--- src/design/gtm_pkg.sv ---
// Shared types and constants for the outer-product MAC tile.
// No dependencies.
`default_nettype none
package gtm_pkg;
    localparam int OUT_WIDTH   = 48;
    localparam int ALPHA_WIDTH = 16;
    localparam int ALPHA_SHIFT = 8;
    localparam int CNT_WIDTH   = 4;
    localparam int IDX_WIDTH   = 3;

    localparam logic [1:0] REG_ALPHA = 2'd0;
    localparam logic [1:0] REG_ROWS  = 2'd1;
    localparam logic [1:0] REG_COLS  = 2'd2;

    // Controller to datapath command group
    typedef struct packed {
        logic accumulate;   // add the input step into the array
        logic clear;        // zero the array after the dump
        logic scale;        // multiply the selected accumulator by alpha
        logic [3:0] row;
        logic [3:0] col;
    } gtm_cmd_t;
endpackage
`default_nettype wire

--- src/design/gtm_ctrl.sv ---
// Controller: accepts steps, sequences the row-major dump, drives output word.
// Depends on gtm_pkg.
`default_nettype none
module gtm_ctrl
    import gtm_pkg::*;
#(
    parameter int TILE_ROWS = 8,
    parameter int TILE_COLS = 8
)
(
    input  wire logic                 clk,
    input  wire logic                 rst_n,
    input  wire logic                 in_valid,
    output logic                      in_stall,
    input  wire logic                 in_last,
    input  wire logic [CNT_WIDTH-1:0] rows_cfg,
    input  wire logic [CNT_WIDTH-1:0] cols_cfg,
    output gtm_cmd_t                  cmd,
    output logic                      out_valid,
    input  wire logic                 out_stall,
    output logic [IDX_WIDTH-1:0]      out_row,
    output logic [IDX_WIDTH-1:0]      out_col,
    output logic                      out_last
);
    typedef enum logic [2:0] {
        S_IDLE = 3'b001,
        S_MUL  = 3'b010,
        S_OUT  = 3'b100
    } state_t;

    state_t state_reg, state_next;
    logic [3:0] row_reg, row_next, col_reg, col_next;
    logic [3:0] nr, nc;
    logic in_fire, is_end;

    // Clamp the active tile size
    always_comb
    begin
        nr = (rows_cfg == 4'd0) ? 4'd1 : (rows_cfg > 4'(TILE_ROWS)) ? 4'(TILE_ROWS) : rows_cfg;
        nc = (cols_cfg == 4'd0) ? 4'd1 : (cols_cfg > 4'(TILE_COLS)) ? 4'(TILE_COLS) : cols_cfg;
    end

    assign in_stall = (state_reg != S_IDLE);
    assign in_fire  = in_valid && !in_stall;
    assign is_end   = (row_reg == nr - 4'd1) && (col_reg == nc - 4'd1);
    assign out_valid = (state_reg == S_OUT);
    assign out_row  = row_reg[IDX_WIDTH-1:0];
    assign out_col  = col_reg[IDX_WIDTH-1:0];
    assign out_last = is_end;

    always_comb
    begin
        state_next = state_reg;
        row_next = row_reg;
        col_next = col_reg;
        cmd = '0;
        cmd.row = row_reg;
        cmd.col = col_reg;
        unique case (state_reg)
            S_IDLE:
            begin
                cmd.accumulate = in_fire;
                row_next = '0;
                col_next = '0;
                if (in_fire && in_last) state_next = S_MUL;
            end
            S_MUL:
            begin
                cmd.scale = 1'b1;
                state_next = S_OUT;
            end
            S_OUT:
            begin
                if (!out_stall)
                begin
                    if (is_end)
                    begin
                        cmd.clear = 1'b1;
                        state_next = S_IDLE;
                    end
                    else
                    begin
                        state_next = S_MUL;
                        if (col_reg == nc - 4'd1)
                        begin
                            col_next = '0;
                            row_next = row_reg + 4'd1;
                        end
                        else col_next = col_reg + 4'd1;
                    end
                end
            end
            default: state_next = S_IDLE;
        endcase
    end

    always_ff @(posedge clk or negedge rst_n)
    begin
        if (!rst_n)
        begin
            state_reg <= S_IDLE;
            row_reg <= '0;
            col_reg <= '0;
        end
        else
        begin
            state_reg <= state_next;
            row_reg <= row_next;
            col_reg <= col_next;
        end
    end

    // Hold the word while stalled
    a_hold: assert property (@(posedge clk) disable iff (!rst_n)
        out_valid && out_stall |=> out_valid && $stable(row_reg) && $stable(col_reg))
        else $error("dump word changed under stall");
    a_nointake: assert property (@(posedge clk) disable iff (!rst_n)
        state_reg != S_IDLE |-> !cmd.accumulate)
        else $error("step accepted during dump");
    a_clear: assert property (@(posedge clk) disable iff (!rst_n)
        cmd.clear |-> out_valid && !out_stall && out_last)
        else $error("clear without final word");
endmodule
`default_nettype wire
--- config.mk ---
export PLATFORM = sky130hd
export DESIGN_NAME = gtm_ctrl
export DESIGN_NICKNAME = d
export VERILOG_FILES = /design/src/design/gtm_pkg.sv /design/src/design/gtm_ctrl.sv
export SDC_FILE = /design/constraint.sdc
export NUM_CORES = 1
export LEC_CHECK = 0
export BUFFER_PORTS_ARGS = -buffer_cell sky130_fd_sc_hd__buf_4
export CORE_MARGIN = 5
export CORE_UTILIZATION = 30
export CTS_BUF_LIST = sky130_fd_sc_hd__clkbuf_8
export DETAILED_ROUTE_END_ITERATION = 7
export PLACE_DENSITY_LB_ADDON = 0.25
export SLEW_MARGIN = 10
export SYNTH_ARGS = -nofsm -noshare
export SYNTH_HDL_FRONTEND = slang
export SYNTH_SLANG_ARGS = --single-unit
--- constraint.sdc ---
create_clock -name clk -period 2.5 [get_ports clk]
set_input_delay 0 -clock clk [delete_from_list [all_inputs] [get_ports clk]]
set_output_delay 0 -clock clk [all_outputs]
set_load 0.02 [all_outputs]
==> flow_summary.yaml <==
cts:
  cts.path.max_buffers: 2
  postCtsHoldBufs: 2
  cts.sink_count: 11
  cts.repair.resized: 0
  clock_tree_from_tritoncts: "yes"
  clock_edge_transition_at_the_registers_on_the_reported_setup_and_hold_paths_ns: 0.05
  cts_post_setup_buffers_inserted: 0
  cts_buffers: 3
  clk_root_buffer_cell: "sky130_fd_sc_hd__clkbuf_8"
  clock_insertion_delay_worst_skew_ns: 0.24
  htree_levels: 1
place:
  detailed_place.area_sq_um: 1080
  placer_s_final_routability_congestion_estimate: 0.728
  dpl_worst_slack_ns: 0.355
  detailedPlacementHpwl_um: 1520
  placement.io_buffers: 32
route:
  detailedRoute.firstIterationViolations: 6
  number_of_vias_after_detailed_routing: 751
  route.detailed.drc: 0
  count_of_antenna_violating_nets_left_after_detailed_routing: 0
  drtPass1Iterations: 4
  wl_per_cell_um: 12.3
  routed_wl_um: 1910
  avgViaCountPerCell: 4.85
floorplan:
  pin_count: 33
  die_height_um: 63.1
  dieWidth_um: 63.1
  initial_utilization: 0.309
  fp.coreArea_sq_um: 2730
  floorplan.rows: 19
  die_area_sq_um: 3980
critical_path:
  endpoint_arrival_time_on_the_critical_path_ns: 2.15
  worst_r2r_path_depth: 5
  timing.critical_path.from_type: "flop"
  critical_path_type: "flop to output pin"
  worst-path-max-fanout: 8
  setup.worst_path.end_class: "output pin"
  cp_data_required_time_ns: 2.50
cells_and_area:
  num-fill-cells: 289
  multiInputGateArea_sq_um: 503
  final-seq-area_sq_um: 277
  antenna_cells: 0
  drive_gt1_frac: 0.339
  final_area_sq_um: 1140
  num-nets-final: 142
  area_delta_synth_final_pct: 35.4
synthesis:
  syn-num-nets: 110
  yosys_warnings: 0
  synthTopCellsByCount: "sky130_fd_sc_hd__dfrtp_1, sky130_fd_sc_hd__nand2_1, sky130_fd_sc_hd__buf_4, sky130_fd_sc_hd__nand2b_1"
  synth_area_leaders: "sky130_fd_sc_hd__dfrtp_1, sky130_fd_sc_hd__ha_1, sky130_fd_sc_hd__buf_4"
  synth_seq_cells: 11
  synth_area_leader_cell: "sky130_fd_sc_hd__dfrtp_1"
  synth_edf_count: 0
  postSynth.asyncResetShare: 1.00
  netlist_instances: 93
  yosys.cell_count.top_type: "sky130_fd_sc_hd__dfrtp_1"
  synth-main-ff-cell: "sky130_fd_sc_hd__dfrtp_1"
  post_synth_num_cell_types: 36
  post_synth.cell_area_avg_sq_um: 9.08
  yosysSeqAreaShare: 0.327
  synthesized_cell_area_sq_um: 845
  top_area_cell_type_share_of_the_netlist_area: 0.296
power:
  power_switching_share: 0.266
  p_seq_frac: 0.407
  design_power_total_uw: 465
  power.clock.fraction: 0.376
  pwr-share-comb: 0.217
  ir_drop_uv: 307
  power.internal_uw: 341
  power.net_switching_uw: 124
  power.leakage_nw: 0.516
  p_per_area_nw_per_um2: 406
timing:
  report.final.slew_viol_count: 0
  final.min_clock_period_ns: 2.15
  worst-slew-pin-transition_ns: 0.534
  timing.setup.tns_ns: 0
  fin_skew_ns: 0.00500
  achievable-frequency_mhz: 465
  grt_setup_unrepaired: "no"
  holdWs_ns: 0.0271
  setup-violations-final: 0
  timing.final.hold_violations: 0
  final.period_utilization: 0.861
  worst_slew_margin_rel: 0.641
  worst_slack_ns: 0.348
grt:
  first_global_vias: 739
  antenna_found_initial: 0
  global_route.usage.total: 0.0996
  grt_start_max_net_pins: 12
  globalRoute.totalOverflow: 0
  grt_first_pass_wirelength_um: 3310
min_path:
  holdPathStages: 3
  holdCritPathClass: "input port to flop"
run_status:
  run_status: "finished clean"
job:
  drv.max_cap_violation_count: 0
-- layout make-up --
type / instances / share of cell area
tap: 31 / 0.0339
inverter: 3 / 0.00985
clock inverter: 1 / 0.00438
multi-input combinational: 71 / 0.440
sequential: 11 / 0.242
clock buffer: 3 / 0.0361
timing repair buffer: 35 / 0.234
-- cells in the final DEF, fill, tap and decap left out, drive strengths merged, types with 3 or more instances in the layout --
cell     n
or3      4
nand2b   6
clkbuf   3
nor2     3
o21ai    5
mux2i    3
nand2    8
dfrtp   10
ha       4
xnor2    6
inv      3
nand3    3
a21oi    5
buf     33
-- worst max-delay path: stages, from the launching register on --
cell and delay, ns:
sky130_fd_sc_hd__dfrtp_1 0.46, sky130_fd_sc_hd__or3_1 0.44, sky130_fd_sc_hd__a2111oi_4 0.54, sky130_fd_sc_hd__nand2_1 0.17, sky130_fd_sc_hd__nor2_1 0.15, sky130_fd_sc_hd__buf_4 0.16
-- power groups by stage --
| stage | Sequential [mW] | Clock [mW] | Combinational, mW |
|---|---|---|---|
| detailed placement | 0.192 | 0 | 0.0988 |
| finish | 0.189 | 0.175 | 0.101 |
| floorplan | 0.191 | 0 | 0.0609 |
| global placement | 0.192 | 0 | 0.0970 |
| global route | 0.190 | 0.186 | 0.112 |
| CTS | 0.189 | 0.182 | 0.102 |
-- through the flow --
stage	utilization	std cells
after CTS	0.418	155
after floorplan	-	93
final	0.418	155
after global placement	0.394	149
after global routing	0.418	155
after detailed placement	0.394	149
-- path summary, 6_finish.rpt --
kind / to / startpoint / slack [ns]
hold reg to reg: col_reg[3]$_DFFE_PN0P_ / col_reg[3]$_DFFE_PN0P_ / 0.55
max in group asynchronous: state_reg[0]$_DFFE_PN1P_ / rst_n / 2.15
setup / recovery: cmd[9] / row_reg[0]$_DFFE_PN0P_ / 0.35
hold / removal: state_reg[1]$_DFFE_PN0P_ / in_valid / 0.03
min in group asynchronous: state_reg[2]$_DFFE_PN0P_ / rst_n / 0.13
setup reg to reg: row_reg[2]$_DFFE_PN0P_ / col_reg[2]$_DFFE_PN0P_ / 0.49
-- per-layer routing --
layer,up-vias,GRT usage,routed length [um]
met1,347,0.129,864
li1,388,-,-
met5,-,0,0
met3,0,0.0249,78
met2,16,0.165,963
met4,0,0.0239,0
-- cells by family after synthesis --
family,synth area share
DFF,0.327
adders and majority gates,0.0593
muxes,0.0356
buffers and inverters,0.0770
AOI/OAI and AO/OA,0.169
and+or+nand+nor,0.250
xor gates and xnor gates,0.0815
No activity file was read; power rests on OpenSTA's default activity.
